--- config.mk ---
export PLATFORM = sky130hd
export DESIGN_NAME = bds_queue
export DESIGN_NICKNAME = d
export VERILOG_FILES = /design/src/rtl/core/bds_pkg.sv /design/src/rtl/core/bds_queue.sv
export SDC_FILE = /design/constraint.sdc
export NUM_CORES = 1
export LEC_CHECK = 0
export ABC_AREA = 1
export BUFFER_PORTS_ARGS = -buffer_cell sky130_fd_sc_hd__buf_2
export CAP_MARGIN = 25
export CORE_UTILIZATION = 30
export DETAILED_ROUTE_END_ITERATION = 10
export SLEW_MARGIN = 40
export SYNTH_ARGS = -nofsm -noshare
export SYNTH_HDL_FRONTEND = slang
export SYNTH_SLANG_ARGS = --single-unit
--- constraint.sdc ---
create_clock -name clk_i -period 3.3 [get_ports clk_i]
set_clock_uncertainty 0.05 [all_clocks]
set_input_delay 0.495 -clock clk_i [delete_from_list [all_inputs] [get_ports clk_i]]
set_output_delay 0.495 -clock clk_i [all_outputs]
set_load 0.03 [all_outputs]
--- src/rtl/core/bds_pkg.sv ---
// ----------------------------------------------------------------------------
// bds_pkg
// shared types and constants of the box filter downscaler
// ----------------------------------------------------------------------------
package bds_pkg;

  // configuration port
  localparam int unsigned CFG_IDX_W  = 2;
  localparam int unsigned CFG_DATA_W = 13;
  localparam int unsigned IMG_W_W    = 11;
  localparam int unsigned IMG_H_W    = 13;
  localparam int unsigned FACT_W     = 4;

  localparam logic [IMG_W_W-1:0] IMG_W_RST  = 11'd1024;
  localparam logic [IMG_H_W-1:0] IMG_H_RST  = 13'd1024;
  localparam logic [FACT_W-1:0]  FACT_RST   = 4'd2;

  typedef enum logic [CFG_IDX_W-1:0] {
    REG_IMAGE_WIDTH   = 2'd0,
    REG_IMAGE_HEIGHT  = 2'd1,
    REG_SHRINK_FACTOR = 2'd2
  } cfg_reg_e;

  // column field of a queued operation, wide enough for the largest line
  localparam int unsigned COL_W  = 13;
  localparam int unsigned FIDX_W = 4;

  // position recompute divider: one lane per quotient
  localparam int unsigned DIV_W     = 13;
  localparam int unsigned DIV_LANES = 4;
  localparam int unsigned LANE_X    = 0;
  localparam int unsigned LANE_Y    = 1;
  localparam int unsigned LANE_W    = 2;
  localparam int unsigned LANE_H    = 3;

  // reciprocal of the block area, ceil(2^24 / (f*f)), exact for sums below 2^16
  localparam int unsigned RECIP_SHIFT = 24;
  localparam int unsigned RECIP_W     = 25;
  localparam logic [RECIP_W-1:0] RECIP_TBL [16] = '{
    25'd16777216, 25'd4194304, 25'd1864136, 25'd1048576,
    25'd671089,   25'd466034,  25'd342393,  25'd262144,
    25'd207127,   25'd167773,  25'd138655,  25'd116509,
    25'd99274,    25'd85599,   25'd74566,   25'd65536
  };

  typedef struct packed {
    logic [7:0] pix_red;
    logic [7:0] pix_green;
    logic [7:0] pix_blue;
  } pix_t;

  typedef struct packed {
    logic [7:0] avg_red;
    logic [7:0] avg_green;
    logic [7:0] avg_blue;
    logic       row_end;
    logic       frame_end;
  } out_t;

  // one accumulate operation handed from front to back
  typedef struct packed {
    logic [COL_W-1:0]  col;
    logic              first;
    logic              emit;
    logic              row_end;
    logic              frame_end;
    logic [FIDX_W-1:0] fidx;
    pix_t              pix;
  } op_t;

endpackage

--- src/rtl/core/bds_queue.sv ---
// ----------------------------------------------------------------------------
// bds_queue
// small register fifo of accumulate operations between front and back
// ----------------------------------------------------------------------------
module bds_queue #(
  parameter int unsigned DEPTH = 4
) (
  input  logic         clk_i,
  input  logic         rst_ni,
  input  logic         push_i,
  input  bds_pkg::op_t op_i,
  output logic         full_o,
  input  logic         pop_i,
  output bds_pkg::op_t op_o,
  output logic         valid_o
);

  localparam int unsigned PTW  = $clog2(DEPTH);
  localparam int unsigned CNTW = $clog2(DEPTH + 1);

  bds_pkg::op_t   mem [DEPTH];
  logic [PTW-1:0]  wr_ptr_q, rd_ptr_q;
  logic [CNTW-1:0] cnt_q;
  logic            do_push, do_pop;

  assign full_o  = cnt_q == CNTW'(DEPTH);
  assign valid_o = cnt_q != '0;
  assign op_o    = mem[rd_ptr_q];
  assign do_push = push_i & ~full_o;
  assign do_pop  = pop_i & valid_o;

  always_ff @(posedge clk_i or negedge rst_ni) begin
    if (!rst_ni) begin
      wr_ptr_q <= '0;
      rd_ptr_q <= '0;
      cnt_q    <= '0;
    end else begin
      if (do_push) begin
        wr_ptr_q <= (wr_ptr_q == PTW'(DEPTH - 1)) ? '0 : wr_ptr_q + PTW'(1);
      end
      if (do_pop) begin
        rd_ptr_q <= (rd_ptr_q == PTW'(DEPTH - 1)) ? '0 : rd_ptr_q + PTW'(1);
      end
      case ({do_push, do_pop})
        2'b10:   cnt_q <= cnt_q + CNTW'(1);
        2'b01:   cnt_q <= cnt_q - CNTW'(1);
        default: cnt_q <= cnt_q;
      endcase
    end
  end

  always_ff @(posedge clk_i) begin
    if (do_push) begin
      mem[wr_ptr_q] <= op_i;
    end
  end

endmodule

; Yosys cells after proc, flatten, opt, wreduce, memory -nomap -nowiden
; Memory sizes are Yosys's and may differ from the RTL's.
; Cells that the tools add are included.
[word_totals]
memories = 1
regBits = 7
ramBits = 180
in_bits = 49
romBits = 0
latch_bits = 0
[mem_list]
columns = memory, depth, width, read_ports, rd_clocked_by_memory_dff, wr, line_no
row1 = mem, 4, 45, 1, 0, 1, bds_queue.sv:21  ; bds_pkg::op_t mem [DEPTH];
[op_classes]
eq_ne = 5
n_reduce_logical = 2
order_cmp = 0
mul = 0
shifts = 0
div = 0
muxes = 5
n_bitwise = 3
addsub = 4
[op_table]
columns = cell, count
row1 = $eq 2x2->1 const B, 3
row2 = $pmux 3 s2, 1
row3 = $add 2x1->2 const B, 2
row4 = $mux 2, 2
row5 = $add 3x1->3 const B, 1
row6 = $eq 3x3->1 const B, 1
row7 = $reduce_bool 3->1, 1
row8 = $sub 3x1->3 const B, 1
row9 = $and 1x1->1, 2
row10 = $eq 2x1->1 const B, 1
row11 = $mux 1, 2
row12 = $reduce_bool 2->1, 1
row13 = $not 1->1, 1

; Logic depth before layout (Yosys ltp)
[logic_depth]
ltp_word = 5
ltp_mapped = 12
ltp_nobuf = 12

; Worst setup path before layout
; OpenSTA, ideal clock, no wires.
[synth_timing]
path_kind = register to register
startpoint = register cnt_q[1]
endpoint = memory mem[0][0] in the netlist's numbering, enable pin
required_ns = 2.802
path_stages_with_launch = 5
path_slack_ns = 0.250
arrival_time_ns = 2.553
period_less_slack_ns = 3.050
n_path_buf = 0
cell_sequence = dfrtp_1 inv_1 nand3_1 nand2_2 nor2_1
[synth_via]
elab_chain_len = 5
[synth_rtl]
columns = element, line_no
row1 = "start, declared", bds_queue.sv:23  ; logic [CNTW-1:0] cnt_q;
row2 = "start signal, assigned", bds_queue.sv:45  ; 2'b10: cnt_q <= cnt_q + CNTW'(1);
row3 = "start signal, assigned", bds_queue.sv:46  ; 2'b01: cnt_q <= cnt_q - CNTW'(1);
row4 = "start signal, assigned", bds_queue.sv:47  ; default: cnt_q <= cnt_q;
row5 = $eq 3x3->1, bds_queue.sv:26  ; assign full_o = cnt_q == CNTW'(DEPTH);
row6 = $not 1->1, bds_queue.sv:29  ; assign do_push = push_i & ~full_o;
row7 = $and 1x1->1, bds_queue.sv:29
row8 = $mux 1, bds_queue.sv:53  ; if (do_push) begin
row9 = $mux 1 (implied by the code), bds_queue.sv:54  ; mem[wr_ptr_q] <= op_i;
row10 = "end, declared", bds_queue.sv:21
; Every way passes these cells.

==> results.toml <==
[sta]
max_freq_mhz = 385
tightest_slew_ps = 732
report.final.slew_viol_count = 0
rsz0062_at_grt = "no"
max_slew_margin = 0.512
hold_violations = 0
tns_ps = 0
fin_crit_sh = 0.788
setup_violations = 0
period_needed_ps = 2600

[critical_path]
start_kind = "flip-flop"
cp_data_required_time_ps = 2750
critPathMaxStageDelay_ps = 830
reg2regPathDepth = 10
r2r-end = "cnt_q[2]$_DFFE_PN0P_"
critPathTopFamily = "flip-flops"
critPathBufInv = 2
cp-end-kind = "output port"
cp_max_fo = 57
rr_startpoint = "cnt_q[1]$_DFFE_PN0P_"
ff2ff_setup_slack_ps = 1220
cp.arrival_ps = 2050
criticalPathCategory = "flip-flop to output port"
crit_chain = "buf_12, o211ai_1, nand2_1, buf_2"
cpMaxStageDelayCell = "dfrtp_4"

[clock_network]
cts_resized = 0
h-tree-depth = 4
clockRootBuffer = "clkbuf_16"
clockBufferDepth = 2
cts_tree = "yes"
numCtsBuffers = 17
numClockSinks = 187
insertion_delay_ps = 420
path_clk_slew_ps = 70

[layout]
final_common_cell = "edfxtp_1"
final_util = 0.362
nets = 738
areaGrowthSynthToFinish_pct = 18.1
drive_gt1_frac = 0.229
fin_cells = 1027
layout_common_cells = "180 x edfxtp_1, 149 x nand2_1, 103 x inv_1"
stdcell_area_um2 = 9140

[job]
cap_violations = 0

[floorplanning]
chipHeight_um = 163
die_area_um2 = 26400
start_util = 0.306
core_um2 = 25300
io_pins = 96
fp-row-count = 58
chipWidth_um = 163

[detailed_routing]
route.met3.wl_um = 691
vias = 4474
drt_iter0_drc = 240
wl_met2_um = 7580
ant_nets = 0
routed_wl_um = 15100
maxUsedRoutingLayer = "met4"
met1_length_um = 6730
dr.pass1.iters = 4
routed_via_density = 4.36
route.detailed.drc = 0
detail_route.wl_per_cell_um = 14.7

[worst_hold_path]
min_path_type = "input port to flip-flop"
min_to = "mem[0][41]$_DFFE_PP_"
hold_start = "op_i[41]"
hold_path_depth = 1

[logic_synthesis]
yosys_warnings = 0
ys_ff_latch = 187
syn_inst = 584
synth_cell_types = 19
syn-num-nets = 640
yosys.area.top_type = "edfxtp_1"
syn-cell-area_um2 = 7730
ys_seq_area_frac = 0.722
synthTopCellsByArea = "edfxtp_1 70%, o211ai_1 7.6%, nand2_1 7.2%"
avgSynthCellArea_um2 = 13.2
synth_top_area_share = 0.699

[power]
power.density_nw_per_um2 = 957
vdd_ir_drop_max_v = 0.000601
leakage_uw = 0.00362

[global_routing]
grt_pass1_vias = 4433
grt-ovfl-total = 0
grt_pass1_wl_um = 23700
grt_usage = 0.120
grt_max_degree = 58
antenna_found_initial = 2

[placed_design]
place_area_um2 = 8510
gp_congestion = 0.709
portBuffers = 95
dp_hpwl_um = 9130
dp.cells = 992

[outcome]
outcome = "completed"
==> timing repair <==
action,4_1_cts,5_1_grt
endpoints found under the hold margin,7,0
buffers inserted,0,0
hold buffers,1,0
setup endpoints to repair,0,0
==> metal layers <==
metal / global-route usage / up-vias
li1: - / 2212
met1: 0.141 / 2171
met2: 0.210 / 78
met3: 0.0397 / 13
met4: 0.0306 / 0
met5: 0 / -
==> how the worst max path moves through the flow <==
stage                                  startpoint                  end  slack [ps]  depth (start not counted)
after floorplan              cnt_q[1]$_DFFE_PN0P_  mem[0][0]$_DFFE_PP_         250                          4
after CTS                 rd_ptr_q[0]$_DFFE_PN0P_             op_o[29]         660                          4
after detailed placement  rd_ptr_q[0]$_DFFE_PN0P_             op_o[29]        1130                          4
final                     rd_ptr_q[0]$_DFFE_PN0P_             op_o[29]         700                          4
after global placement    rd_ptr_q[0]$_DFFE_PN0P_              op_o[9]        1150                          4
after global routing      rd_ptr_q[0]$_DFFE_PN0P_             op_o[24]         520                          5
==> logic make-up after synthesis <==
group                      after synthesis  synth area share
DFF                                    187             0.722
AOI/OAI and AO/OA                       91            0.0958
buffers and inverters                  134            0.0877
and+or+nand+nor                        164            0.0814
adders and majority gates                7            0.0123
xor gates and xnor gates                 1           0.00113
==> power breakdown <==
part	internal, uW	switching (uW)	leakage (uW)
sequential	3120	220	0.00173
combinational	948	2340	0.00159
clock	1210	905	0.000300
==> Yosys cell counts <==
master	instances
o211ai_1	78
nand4_1	1
buf_2	4
xnor2_1	1
o21ai_0	1
inv_2	2
nand2_2	1
fa_1	1
nand3_1	7
nand2_1	149
buf_4	6
nor2_1	6
ha_1	6
dfrtp_1	7
clkbuf_8	2
edfxtp_1	180
o211ai_2	12
buf_6	17
inv_1	103
==> area by class of cell <==
class | count | area, um^2
Clock buffer | 17 | 425
Antenna cell | 2 | 5.00
Multi-Input combinational cell | 263 | 1500
Inverter | 105 | 394
Fill cell | 2472 | 16100
Tap cell | 330 | 413
Sequential cell | 187 | 5590
Timing Repair Buffer | 108 | 626
Clock inverter | 15 | 183
==> stage by stage <==
| stage | total power, uW | hold WS [ps] | worst slack [ps] |
|---|---|---|---|
| 2_1_floorplan | 5900 | 149 | 250 |
| 5_1_grt | 9280 | 198 | 519 |
| 4_1_cts | 8890 | 207 | 658 |
| 3_3_place_gp | 6710 | 293 | 1150 |
| 3_5_place_dp | 6760 | 298 | 1130 |
| 6_report | 8740 | 232 | 701 |
==> registers in the layout (all words and copies together), names as in the netlist <==
name	count
wr_ptr_q	2
rd_ptr_q	2
cnt_q	3
mem	180
Power figures use the tool's default switching activity.
