===== src/rtl/core/bds_pkg.sv =====
// ----------------------------------------------------------------------------
// bds_pkg
// shared types and constants of the box filter downscaler
// ----------------------------------------------------------------------------
package bds_pkg;

  // configuration port
  localparam int unsigned CFG_IDX_W  = 2;
  localparam int unsigned CFG_DATA_W = 13;
  localparam int unsigned IMG_W_W    = 11;
  localparam int unsigned IMG_H_W    = 13;
  localparam int unsigned FACT_W     = 4;

  localparam logic [IMG_W_W-1:0] IMG_W_RST  = 11'd1024;
  localparam logic [IMG_H_W-1:0] IMG_H_RST  = 13'd1024;
  localparam logic [FACT_W-1:0]  FACT_RST   = 4'd2;

  typedef enum logic [CFG_IDX_W-1:0] {
    REG_IMAGE_WIDTH   = 2'd0,
    REG_IMAGE_HEIGHT  = 2'd1,
    REG_SHRINK_FACTOR = 2'd2
  } cfg_reg_e;

  // column field of a queued operation, wide enough for the largest line
  localparam int unsigned COL_W  = 13;
  localparam int unsigned FIDX_W = 4;

  // position recompute divider: one lane per quotient
  localparam int unsigned DIV_W     = 13;
  localparam int unsigned DIV_LANES = 4;
  localparam int unsigned LANE_X    = 0;
  localparam int unsigned LANE_Y    = 1;
  localparam int unsigned LANE_W    = 2;
  localparam int unsigned LANE_H    = 3;

  // reciprocal of the block area, ceil(2^24 / (f*f)), exact for sums below 2^16
  localparam int unsigned RECIP_SHIFT = 24;
  localparam int unsigned RECIP_W     = 25;
  localparam logic [RECIP_W-1:0] RECIP_TBL [16] = '{
    25'd16777216, 25'd4194304, 25'd1864136, 25'd1048576,
    25'd671089,   25'd466034,  25'd342393,  25'd262144,
    25'd207127,   25'd167773,  25'd138655,  25'd116509,
    25'd99274,    25'd85599,   25'd74566,   25'd65536
  };

  typedef struct packed {
    logic [7:0] pix_red;
    logic [7:0] pix_green;
    logic [7:0] pix_blue;
  } pix_t;

  typedef struct packed {
    logic [7:0] avg_red;
    logic [7:0] avg_green;
    logic [7:0] avg_blue;
    logic       row_end;
    logic       frame_end;
  } out_t;

  // one accumulate operation handed from front to back
  typedef struct packed {
    logic [COL_W-1:0]  col;
    logic              first;
    logic              emit;
    logic              row_end;
    logic              frame_end;
    logic [FIDX_W-1:0] fidx;
    pix_t              pix;
  } op_t;

endpackage


===== src/rtl/core/bds_div.sv =====
// ----------------------------------------------------------------------------
// bds_div
// four lane restoring divider, one quotient bit per cycle
// ----------------------------------------------------------------------------
module bds_div #(
  parameter int unsigned FW = 4
) (
  input  logic                                               clk_i,
  input  logic                                               rst_ni,
  input  logic                                               start_i,
  input  logic [bds_pkg::DIV_LANES-1:0][bds_pkg::DIV_W-1:0]  dvd_i,
  input  logic [FW-1:0]                                      dvs_i,
  output logic                                               busy_o,
  output logic                                               done_o,
  output logic [bds_pkg::DIV_LANES-1:0][bds_pkg::DIV_W-1:0]  quo_o,
  output logic [bds_pkg::DIV_LANES-1:0][FW-1:0]              rem_o
);

  localparam int unsigned CW = $clog2(bds_pkg::DIV_W);

  logic [CW-1:0] cnt_q;
  logic          busy_q;
  logic          done_q;
  logic [FW-1:0] dvs_q;
  logic [bds_pkg::DIV_LANES-1:0][bds_pkg::DIV_W-1:0] dq_q, dq_d;
  logic [bds_pkg::DIV_LANES-1:0][FW-1:0]             rem_q, rem_d;

  // one restoring step per lane
  always_comb begin
    logic [FW:0] part;
    logic        ge;
    dq_d  = dq_q;
    rem_d = rem_q;
    for (int l = 0; l < bds_pkg::DIV_LANES; l++) begin
      part     = {rem_q[l], dq_q[l][bds_pkg::DIV_W-1]};
      ge       = part >= {1'b0, dvs_q};
      rem_d[l] = ge ? FW'(part - {1'b0, dvs_q}) : FW'(part);
      dq_d[l]  = {dq_q[l][bds_pkg::DIV_W-2:0], ge};
    end
  end

  always_ff @(posedge clk_i or negedge rst_ni) begin
    if (!rst_ni) begin
      cnt_q  <= '0;
      busy_q <= 1'b0;
      done_q <= 1'b0;
    end else begin
      if (start_i) begin
        cnt_q  <= '0;
        busy_q <= 1'b1;
        done_q <= 1'b0;
      end else if (busy_q) begin
        cnt_q <= cnt_q + CW'(1);
        if (cnt_q == CW'(bds_pkg::DIV_W - 1)) begin
          busy_q <= 1'b0;
          done_q <= 1'b1;
        end
      end else begin
        done_q <= 1'b0;
      end
    end
  end

  always_ff @(posedge clk_i) begin
    if (start_i) begin
      dq_q  <= dvd_i;
      rem_q <= '0;
      dvs_q <= dvs_i;
    end else if (busy_q) begin
      dq_q  <= dq_d;
      rem_q <= rem_d;
    end
  end

  assign busy_o = busy_q;
  assign done_o = done_q;
  assign quo_o  = dq_q;
  assign rem_o  = rem_q;

endmodule


===== src/rtl/core/bds_front.sv =====
// ----------------------------------------------------------------------------
// bds_front
// configuration, pixel position tracking and classification of each word
// ----------------------------------------------------------------------------
module bds_front #(
  parameter int unsigned MAX_WIDTH  = 1024,
  parameter int unsigned MAX_FACTOR = 8
) (
  input  logic                             clk_i,
  input  logic                             rst_ni,
  input  logic                             cfg_we_i,
  input  logic [bds_pkg::CFG_IDX_W-1:0]    cfg_idx_i,
  input  logic [bds_pkg::CFG_DATA_W-1:0]   cfg_data_i,
  input  logic                             in_valid_i,
  input  bds_pkg::pix_t                    in_data_i,
  output logic                             in_stall_o,
  input  logic                             hold_i,
  input  logic                             full_i,
  output logic                             push_o,
  output bds_pkg::op_t                     op_o
);

  localparam int unsigned XW  = $clog2(MAX_WIDTH);
  localparam int unsigned WW  = XW + 1;
  localparam int unsigned FW  = $clog2(MAX_FACTOR + 1);
  localparam int unsigned CBW = $clog2(MAX_FACTOR);
  localparam int unsigned HW  = bds_pkg::IMG_H_W;
  localparam int unsigned HW1 = HW + 1;
  localparam int unsigned EW  = (WW > bds_pkg::IMG_W_W) ? WW : bds_pkg::IMG_W_W;
  localparam int unsigned EF  = (FW > bds_pkg::FACT_W) ? FW : bds_pkg::FACT_W;

  logic [bds_pkg::IMG_W_W-1:0] cfg_w_q;
  logic [bds_pkg::IMG_H_W-1:0] cfg_h_q;
  logic [bds_pkg::FACT_W-1:0]  cfg_f_q;
  logic                        rec_pend_q;

  logic [XW-1:0]  x_q, x_d, bc_q, bc_d;
  logic [HW-1:0]  y_q, y_d, br_q, br_d;
  logic [CBW-1:0] cib_q, cib_d, rib_q, rib_d, xr_q, xr_d, yr_q, yr_d;
  logic [WW-1:0]  out_w_q;
  logic [HW-1:0]  out_h_q;

  logic [WW-1:0] eff_w;
  logic [HW-1:0] eff_h;
  logic [FW-1:0] eff_f;
  logic [EW-1:0] w_ext;
  logic [EF-1:0] f_ext;

  logic accept;
  logic cib_end, rib_end, xr_end, yr_end, x_last, y_last;
  logic in_crop, row_end;

  logic                                              div_busy, div_done;
  logic [bds_pkg::DIV_LANES-1:0][bds_pkg::DIV_W-1:0] div_dvd, div_quo;
  logic [bds_pkg::DIV_LANES-1:0][FW-1:0]             div_rem;

  // effective geometry, zero values clamped, oversize width and factor clamped
  always_comb begin
    w_ext = EW'(cfg_w_q);
    f_ext = EF'(cfg_f_q);
    if (w_ext == '0) begin
      eff_w = WW'(1);
    end else if (w_ext > EW'(MAX_WIDTH)) begin
      eff_w = WW'(MAX_WIDTH);
    end else begin
      eff_w = WW'(w_ext);
    end
    eff_h = (cfg_h_q == '0) ? HW'(1) : cfg_h_q;
    if (f_ext == '0) begin
      eff_f = FW'(1);
    end else if (f_ext > EF'(MAX_FACTOR)) begin
      eff_f = FW'(MAX_FACTOR);
    end else begin
      eff_f = FW'(f_ext);
    end
  end

  // block column, block row and output size, recomputed after config
  always_comb begin
    div_dvd         = '0;
    div_dvd[bds_pkg::LANE_X] = bds_pkg::DIV_W'(x_q);
    div_dvd[bds_pkg::LANE_Y] = bds_pkg::DIV_W'(y_q);
    div_dvd[bds_pkg::LANE_W] = bds_pkg::DIV_W'(eff_w);
    div_dvd[bds_pkg::LANE_H] = bds_pkg::DIV_W'(eff_h);
  end

  bds_div #(
    .FW (FW)
  ) u_div (
    .clk_i   (clk_i),
    .rst_ni  (rst_ni),
    .start_i (rec_pend_q),
    .dvd_i   (div_dvd),
    .dvs_i   (eff_f),
    .busy_o  (div_busy),
    .done_o  (div_done),
    .quo_o   (div_quo),
    .rem_o   (div_rem)
  );

  assign in_stall_o = rec_pend_q | div_busy | div_done | hold_i | full_i;
  assign accept     = in_valid_i & ~in_stall_o;

  // classification
  always_comb begin
    cib_end = (FW'(cib_q) + FW'(1)) >= eff_f;
    rib_end = (FW'(rib_q) + FW'(1)) >= eff_f;
    xr_end  = (FW'(xr_q) + FW'(1)) >= eff_f;
    yr_end  = (FW'(yr_q) + FW'(1)) >= eff_f;
    x_last  = ({1'b0, x_q} + WW'(1)) >= eff_w;
    y_last  = ({1'b0, y_q} + HW1'(1)) >= {1'b0, eff_h};
    in_crop = ({1'b0, bc_q} < out_w_q) && (br_q < out_h_q);
    row_end = ({1'b0, bc_q} + WW'(1)) == out_w_q;

    op_o.col       = bds_pkg::COL_W'(bc_q);
    op_o.first     = (cib_q == '0) && (rib_q == '0);
    op_o.emit      = cib_end & rib_end;
    op_o.row_end   = row_end;
    op_o.frame_end = row_end && (({1'b0, br_q} + HW1'(1)) == {1'b0, out_h_q});
    op_o.fidx      = bds_pkg::FIDX_W'(eff_f - FW'(1));
    op_o.pix       = in_data_i;
  end

  assign push_o = accept & in_crop;

  // position advance
  always_comb begin
    x_d   = x_q;
    y_d   = y_q;
    cib_d = cib_q;
    rib_d = rib_q;
    bc_d  = bc_q;
    xr_d  = xr_q;
    br_d  = br_q;
    yr_d  = yr_q;
    if (x_last) begin
      x_d   = '0;
      cib_d = '0;
      bc_d  = '0;
      xr_d  = '0;
      rib_d = rib_end ? '0 : rib_q + CBW'(1);
      if (y_last) begin
        y_d   = '0;
        rib_d = '0;
        br_d  = '0;
        yr_d  = '0;
      end else begin
        y_d = y_q + HW'(1);
        if (yr_end) begin
          yr_d = '0;
          br_d = br_q + HW'(1);
        end else begin
          yr_d = yr_q + CBW'(1);
        end
      end
    end else begin
      x_d   = x_q + XW'(1);
      cib_d = cib_end ? '0 : cib_q + CBW'(1);
      if (xr_end) begin
        xr_d = '0;
        bc_d = bc_q + XW'(1);
      end else begin
        xr_d = xr_q + CBW'(1);
      end
    end
  end

  always_ff @(posedge clk_i or negedge rst_ni) begin
    if (!rst_ni) begin
      cfg_w_q    <= bds_pkg::IMG_W_RST;
      cfg_h_q    <= bds_pkg::IMG_H_RST;
      cfg_f_q    <= bds_pkg::FACT_RST;
      rec_pend_q <= 1'b1;
      x_q        <= '0;
      y_q        <= '0;
      cib_q      <= '0;
      rib_q      <= '0;
      bc_q       <= '0;
      xr_q       <= '0;
      br_q       <= '0;
      yr_q       <= '0;
      out_w_q    <= '0;
      out_h_q    <= '0;
    end else begin
      rec_pend_q <= cfg_we_i;
      if (cfg_we_i) begin
        case (cfg_idx_i)
          bds_pkg::REG_IMAGE_WIDTH:   cfg_w_q <= cfg_data_i[bds_pkg::IMG_W_W-1:0];
          bds_pkg::REG_IMAGE_HEIGHT:  cfg_h_q <= cfg_data_i[bds_pkg::IMG_H_W-1:0];
          bds_pkg::REG_SHRINK_FACTOR: cfg_f_q <= cfg_data_i[bds_pkg::FACT_W-1:0];
          default: ;
        endcase
      end
      if (div_done) begin
        bc_q    <= XW'(div_quo[bds_pkg::LANE_X]);
        xr_q    <= CBW'(div_rem[bds_pkg::LANE_X]);
        br_q    <= HW'(div_quo[bds_pkg::LANE_Y]);
        yr_q    <= CBW'(div_rem[bds_pkg::LANE_Y]);
        out_w_q <= WW'(div_quo[bds_pkg::LANE_W]);
        out_h_q <= HW'(div_quo[bds_pkg::LANE_H]);
      end else if (accept) begin
        x_q   <= x_d;
        y_q   <= y_d;
        cib_q <= cib_d;
        rib_q <= rib_d;
        bc_q  <= bc_d;
        xr_q  <= xr_d;
        br_q  <= br_d;
        yr_q  <= yr_d;
      end
    end
  end

endmodule


===== config.mk =====
export PLATFORM = sky130hd
export DESIGN_NAME = bds_front
export DESIGN_NICKNAME = d
export VERILOG_FILES = /design/src/rtl/core/bds_pkg.sv /design/src/rtl/core/bds_div.sv /design/src/rtl/core/bds_front.sv
export SDC_FILE = /design/constraint.sdc
export NUM_CORES = 1
export LEC_CHECK = 0
export BUFFER_PORTS_ARGS = -buffer_cell sky130_fd_sc_hd__buf_4
export CORE_AREA = 4 4 153 155
export CTS_BUF_LIST = sky130_fd_sc_hd__clkbuf_4 sky130_fd_sc_hd__clkbuf_8
export CTS_CLUSTER_DIAMETER = 40
export CTS_CLUSTER_SIZE = 28
export DETAILED_ROUTE_END_ITERATION = 8
export DIE_AREA = 0 0 157 159
export GPL_TIMING_DRIVEN = 0
export PLACE_DENSITY = 0.71
export SLEW_MARGIN = 5
export SYNTH_ARGS = -nofsm -noshare
export SYNTH_HDL_FRONTEND = slang
export SYNTH_SLANG_ARGS = --single-unit

===== constraint.sdc =====
create_clock -name clk_i -period 3.89 [get_ports clk_i]
set_clock_uncertainty 0.05 [all_clocks]
set_input_delay 0.1945 -clock clk_i [delete_from_list [all_inputs] [get_ports clk_i]]
set_output_delay 0.1945 -clock clk_i [all_outputs]
set_load 0.05 [all_outputs]

## Word-level counts from Yosys, hierarchy flattened

Index checks and enable logic that the tools add are counted.

| cells by class | value |
|---|---|
| add/subtract/negate cells | 22 |
| $lt $le $gt $ge | 14 |
| eq/ne operators | 6 |
| muxes and demuxes | 43 |
| bitwise logic cells | 9 |
| reductions and logical operators | 22 |

Operator list:

| kind | count |
|---|---|
| $mux 52 | 2 |
| $mux 13 | 7 |
| $mux 10 | 5 |
| $mux 3 | 13 |
| $mux 4 | 8 |
| $add 13x1->14 const B | 2 |
| $add 13x1->13 const B | 2 |
| $add 10x1->11 const B | 2 |
| $mux 11 | 2 |
| $add 10x1->10 const B | 2 |
| $ge 5x4->1 | 4 |
| $add 3x1->4 const B | 4 |
| $ge 4x4->1 | 4 |
| $sub 4x4->4 | 4 |
| $eq 14x13->1 | 1 |
| $ge 14x13->1 | 1 |
| $logic_not 13->1 | 1 |
| $lt 13x13->1 | 1 |
| $add 3x1->3 const B | 4 |
| $reduce_and 2->1 | 6 |
| $eq 11x11->1 | 1 |
| $ge 11x11->1 | 1 |
| $gt 11x11->1 const B | 1 |
| $logic_not 11->1 | 1 |
| other kinds (19) | 37 |

| word-level totals | value |
|---|---|
| bits in registers | 189 |
| bits of input ports | 45 |
| output and inout bits | 47 |
| logic and storage cells | 144 |

## Logic depth before layout (Yosys ltp)

| depth | value |
|---|---|
| word-level depth | 9 |
| gate-level depth with buffers | 17 |

## By module

A second synthesis with hierarchy kept.

| second synthesis, totals | value |
|---|---|
| cell total of the unflattened synthesis | 1193 |
| area total of the unflattened synthesis | 12061.6 µm² |

Modules (own cells, without submodules):

| module | times used | cells an instance | area each (µm²) | sequential area each (µm²) |
|---|---|---|---|---|
| bds_front | 1 | 895 | 8055.2 | 2782.7 |
| bds_div | 1 | 298 | 4006.3 | 2152.1 |

## Worst setup path after synthesis

OpenSTA, ideal clock, no wires.

| timing path | value |
|---|---|
| path type | register to register |
| from | register y_q[0] |
| to | register br_q[1] |
| setup time | 0.128 ns |
| arrival | 3.261 ns |
| setup slack | 0.452 ns |
| stages on the path, launching flop included | 17 |
| path buffers | 0 |
| cell sequence | dfrtp_1 > ha_1 > and3_1 > nand3_1 > inv_1 > nand3_1 > nor2_1 > xnor2_1 > inv_1 > ha_1 > o21a_1 > o21ai_0 > a21oi_1 > a2111o_1 > nor3_4 > nor2_4 > mux2_1 |

| on the way | value |
|---|---|
| word-level cells in the longest chain between the ends | 6 |
| elaborated cells between the ends (all ways) | 8 |

RTL lines:

| what | line | source |
|---|---|---|
| from (decl) | bds_front.sv:38 | `logic [HW-1:0] y_q, y_d, br_q, br_d;` |
| from (signal assigned) | bds_front.sv:203 | `y_q <= y_d;` |
| $add 13x1->14 (*) | bds_front.sv:111 | `y_last = ({1'b0, y_q} + HW1'(1)) >= {1'b0, eff_h};` |
| $ge 14x13->1 (*) | bds_front.sv:111 |  |
| $mux 13 | bds_front.sv:142 | `if (y_last) begin` |
| $mux 13 | bds_front.sv:136 | `if (x_last) begin` |
| $mux 13 | bds_front.sv:201 | `end else if (accept) begin` |
| $mux 13 | bds_front.sv:194 | `if (div_done) begin` |
| to (signal assigned) | bds_front.sv:197 | `br_q <= HW'(div_quo[bds_pkg::LANE_Y]);` |
| to (signal assigned) | bds_front.sv:208 | `br_q <= br_d;` |
| to (decl) | bds_front.sv:38 |  |

Mark *: on every way between the ends. The rest lies on a longest branch, timed or not. The select of a mux whose other input is x is not followed.
A chain may end at the register's enable or synchronous reset.

## Worst setup path after layout

| timing path | value |
|---|---|
| from | register y_q[0] |
| to | register br_q[3] |

Same word-level chain as after synthesis.

==> metrics <==
final total power 5301 uW; Total GRT Usage 0.2440; Most used DFF post-synth dfrtp_1; class of the worst hold path in -> reg; first-pass iteration count of the detailed router 5; largest net degree at the start of global routing 68; Startpoint Class flip-flop; clock sink count 189; standard-cell rows 54; final WL 30.33 mm; die area 24,960 sq um; Worst EP arrival 4130 ps; synthesized area 11,490 sq um; final period utilization 0.9705; synth unique cells 76; pwr dens 402.7 nW/um^2; clock transition at the registers of the reported paths 100 ps; clock buffer depth 2; Core ar. 21,820 sq um; Detail Route Antenna Nets 0; fmax 264.9 MHz; max-cap check violation count 0; post-DP HPWL 22.71 mm; Nets 1,447; DRC 0; Post-synth EDFFs 51; RSZ-0062 raised after global routing yes; async set-reset flop share out of synthesis 0.6190; root buf cell clkbuf_8; worst ir drop on vdd 0.3806 mV; Die W 157 um; 1st-iter DRT viols 927; WL per Instance 18.97 um; measured slew at the worst slew-check pin 868.2 ps; cts bufs inserted 17; Setup crit end kind flip-flop; Util after Layout 0.6032; Tmin final 3775 ps; Max H-tree Level 4; gr ovfl total 0; leakage dissipation 0.005922 uW; first-pass GRT wire length 48.61 mm; # port buffers 63; number of global-route vias before repair 9,062; share of layout cells above drive strength 1 0.1691; critical path class reg -> reg; ANT cells 0; Critical Path End br_q[3]; Slew Limit Fails 0; Worst Path Required 4250 ps; Worst R2R Path Depth 13; initial antenna violation count 0; via/cell ratio 5.925; die height 159 um; CTS tree done; Synth-to-Final Area Change 14.61%; CP max FO 10; Post-Synthesis Cells 1,193; register area share after synthesis 0.4253; syn_area_per_cell 9.628 sq um; Hold Vio Cnt, Final 0; capturing point of the worst reg2reg path br_q[3]; Reg2Reg Setup Slack 110 ps; Clock Latency Late Sink 480 ps; GPL Wtd Cong 0.8972; CP startpoint y_q[0]; FF-to-FF Start y_q[0]; number of synthesis warnings 0; Setup-failing EPs final 0; outcome completed; Vias 9,474; synthesized flop and latch total 189; num ports 92; max-slew headroom at the worst pin 0.4212; initial core utilization 0.5263
## registers in the layout, summed over array words and instances (netlist names)
signal        flops
yr_q              3
x_q              10
xr_q              3
rib_q             3
cib_q             3
cfg_f_q           4
y_q              13
u_div.cnt_q       4
out_w_q          11
rec_pend_q        1
cfg_w_q          11
cfg_h_q          13
u_div.rem_o      16
u_div.done_o      1
u_div.dvs_q       4
u_div.quo_o      52
out_h_q          13
br_q             13
u_div.busy_o      1
bc_q             10
## through the flow
stage	TNS (ps)	std cells	hold slack (ps)	worst slack [ps]	instance area, sq um
floorplan	0	1196	-151.1	451.8	11500
global placement	-1325	1539	277.2	-210.1	12320
detailed placement	-3862	1541	125.8	-338.7	12370
CTS	0	1588	77.70	45.27	12990
global route	-74.73	1599	97.76	-53.86	13160
finish	0	1599	90.00	114.9	13160
## metal layers
metal | vias up | share of wire | GRT usage
li1 | 4473 | - | -
met1 | 4556 | 0.45 | 0.3521
met2 | 387 | 0.45 | 0.3802
met3 | 58 | 0.074 | 0.04240
met4 | 0 | 0.025 | 0.06706
met5 | - | 0 | 0
## kinds of logic (layout without fill, tap and decap cells)
family,Yosys count,in the layout,share of synthesized area
and+or+nand+nor,347,347,0.1462
AOI/OAI and AO/OA,287,287,0.1630
DFF,189,189,0.4253
buffers and inverters,162,285,0.06383
adders and majority gates,96,96,0.1072
xor gates and xnor gates,57,57,0.04346
muxes,54,54,0.05076
other,1,4,0.0003265
## synthesized netlist by cell type (14+ instances only)
| master | instances | area (sq um) |
|---|---|---|
| xnor2_1 | 27 | 236.5 |
| a21oi_1 | 36 | 180.2 |
| ha_1 | 92 | 1151 |
| mux2i_1 | 20 | 200.2 |
| dfxtp_1 | 21 | 420.4 |
| nand3_1 | 35 | 175.2 |
| buf_4 | 30 | 225.2 |
| and3_1 | 16 | 100.1 |
| mux2_2 | 33 | 371.6 |
| inv_1 | 76 | 285.3 |
| clkbuf_1 | 38 | 142.6 |
| nor2b_1 | 14 | 87.58 |
| nand2_1 | 139 | 521.8 |
| dfrtp_1 | 113 | 2828 |
| a22o_1 | 31 | 271.5 |
| edfxtp_1 | 51 | 1531 |
| nor2_1 | 63 | 236.5 |
| nand4_1 | 18 | 112.6 |
| o21ai_0 | 109 | 545.5 |
| xor2_1 | 30 | 262.8 |
## power breakdown
group	leakage, uW	switching [uW]	internal [uW]	total, uW
clock network	0.000223	762	732	1490
logic	0.00344	778	529	1310
registers	0.00226	221	2280	2500
total	0.00592	1760	3540	5300
## worst min path at each step
stage,start,end,slack [ps],depth (start not counted)
global placement,cfg_we_i,rec_pend_q,280,1
global route,cfg_idx_i[0],cfg_w_q[8],100,3
detailed placement,rst_ni,y_q[0],130,1
CTS,cfg_idx_i[0],cfg_w_q[7],80,3
finish,cfg_idx_i[0],cfg_w_q[7],90,3
floorplan,rst_ni,bc_q[0],-150,0
## timing repair
item                                    CTS  global route
resized for setup                         5            23
endpoints found under the setup margin   32            41
pin swaps                                 1             6
buffers inserted                          0            13
hold buffers                             15             0
hold endpoints to repair                 79             0
## placed cells by master (no fill, tap or decap), types with 21 or more instances in the layout
cell type | netlist | final
xnor2_1 | 27 | 27
a22o_1 | 31 | 31
ha_1 | 92 | 91
nor2_1 | 63 | 59
o21ai_0 | 109 | 108
nand3_1 | 35 | 34
a21oi_1 | 36 | 36
edfxtp_1 | 51 | 51
dfrtp_1 | 113 | 109
buf_4 | 30 | 105
inv_1 | 76 | 75
nand2_1 | 139 | 139
xor2_1 | 30 | 30
mux2_2 | 33 | 33
clkbuf_1 | 38 | 35
dfxtp_1 | 21 | 21
## cell type report
cell class,instances,area (sq um)
buffer,82,440.4
clock buffer,18,247.7
clock inverter,14,203.9
fill,1861,8660
inverter,78,292.8
multi-input combinational,845,5967
sequential,189,4890
tap,280,350.3
timing repair buffer,93,772.0
## worst max-delay path: stages (launching register included)
cell	delay, ps
dfrtp_2	440
and4_1	270
nand4_1	180
or3_4	390
nor2_1	120
xor2_1	240
ha_1	310
a211oi_1	220
a21oi_1	120
a2111o_2	600
buf_6	200
a311oi_1	260
o22ai_1	110
a2bb2oi_1	180
No activity file was read; power rests on OpenSTA's default activity.
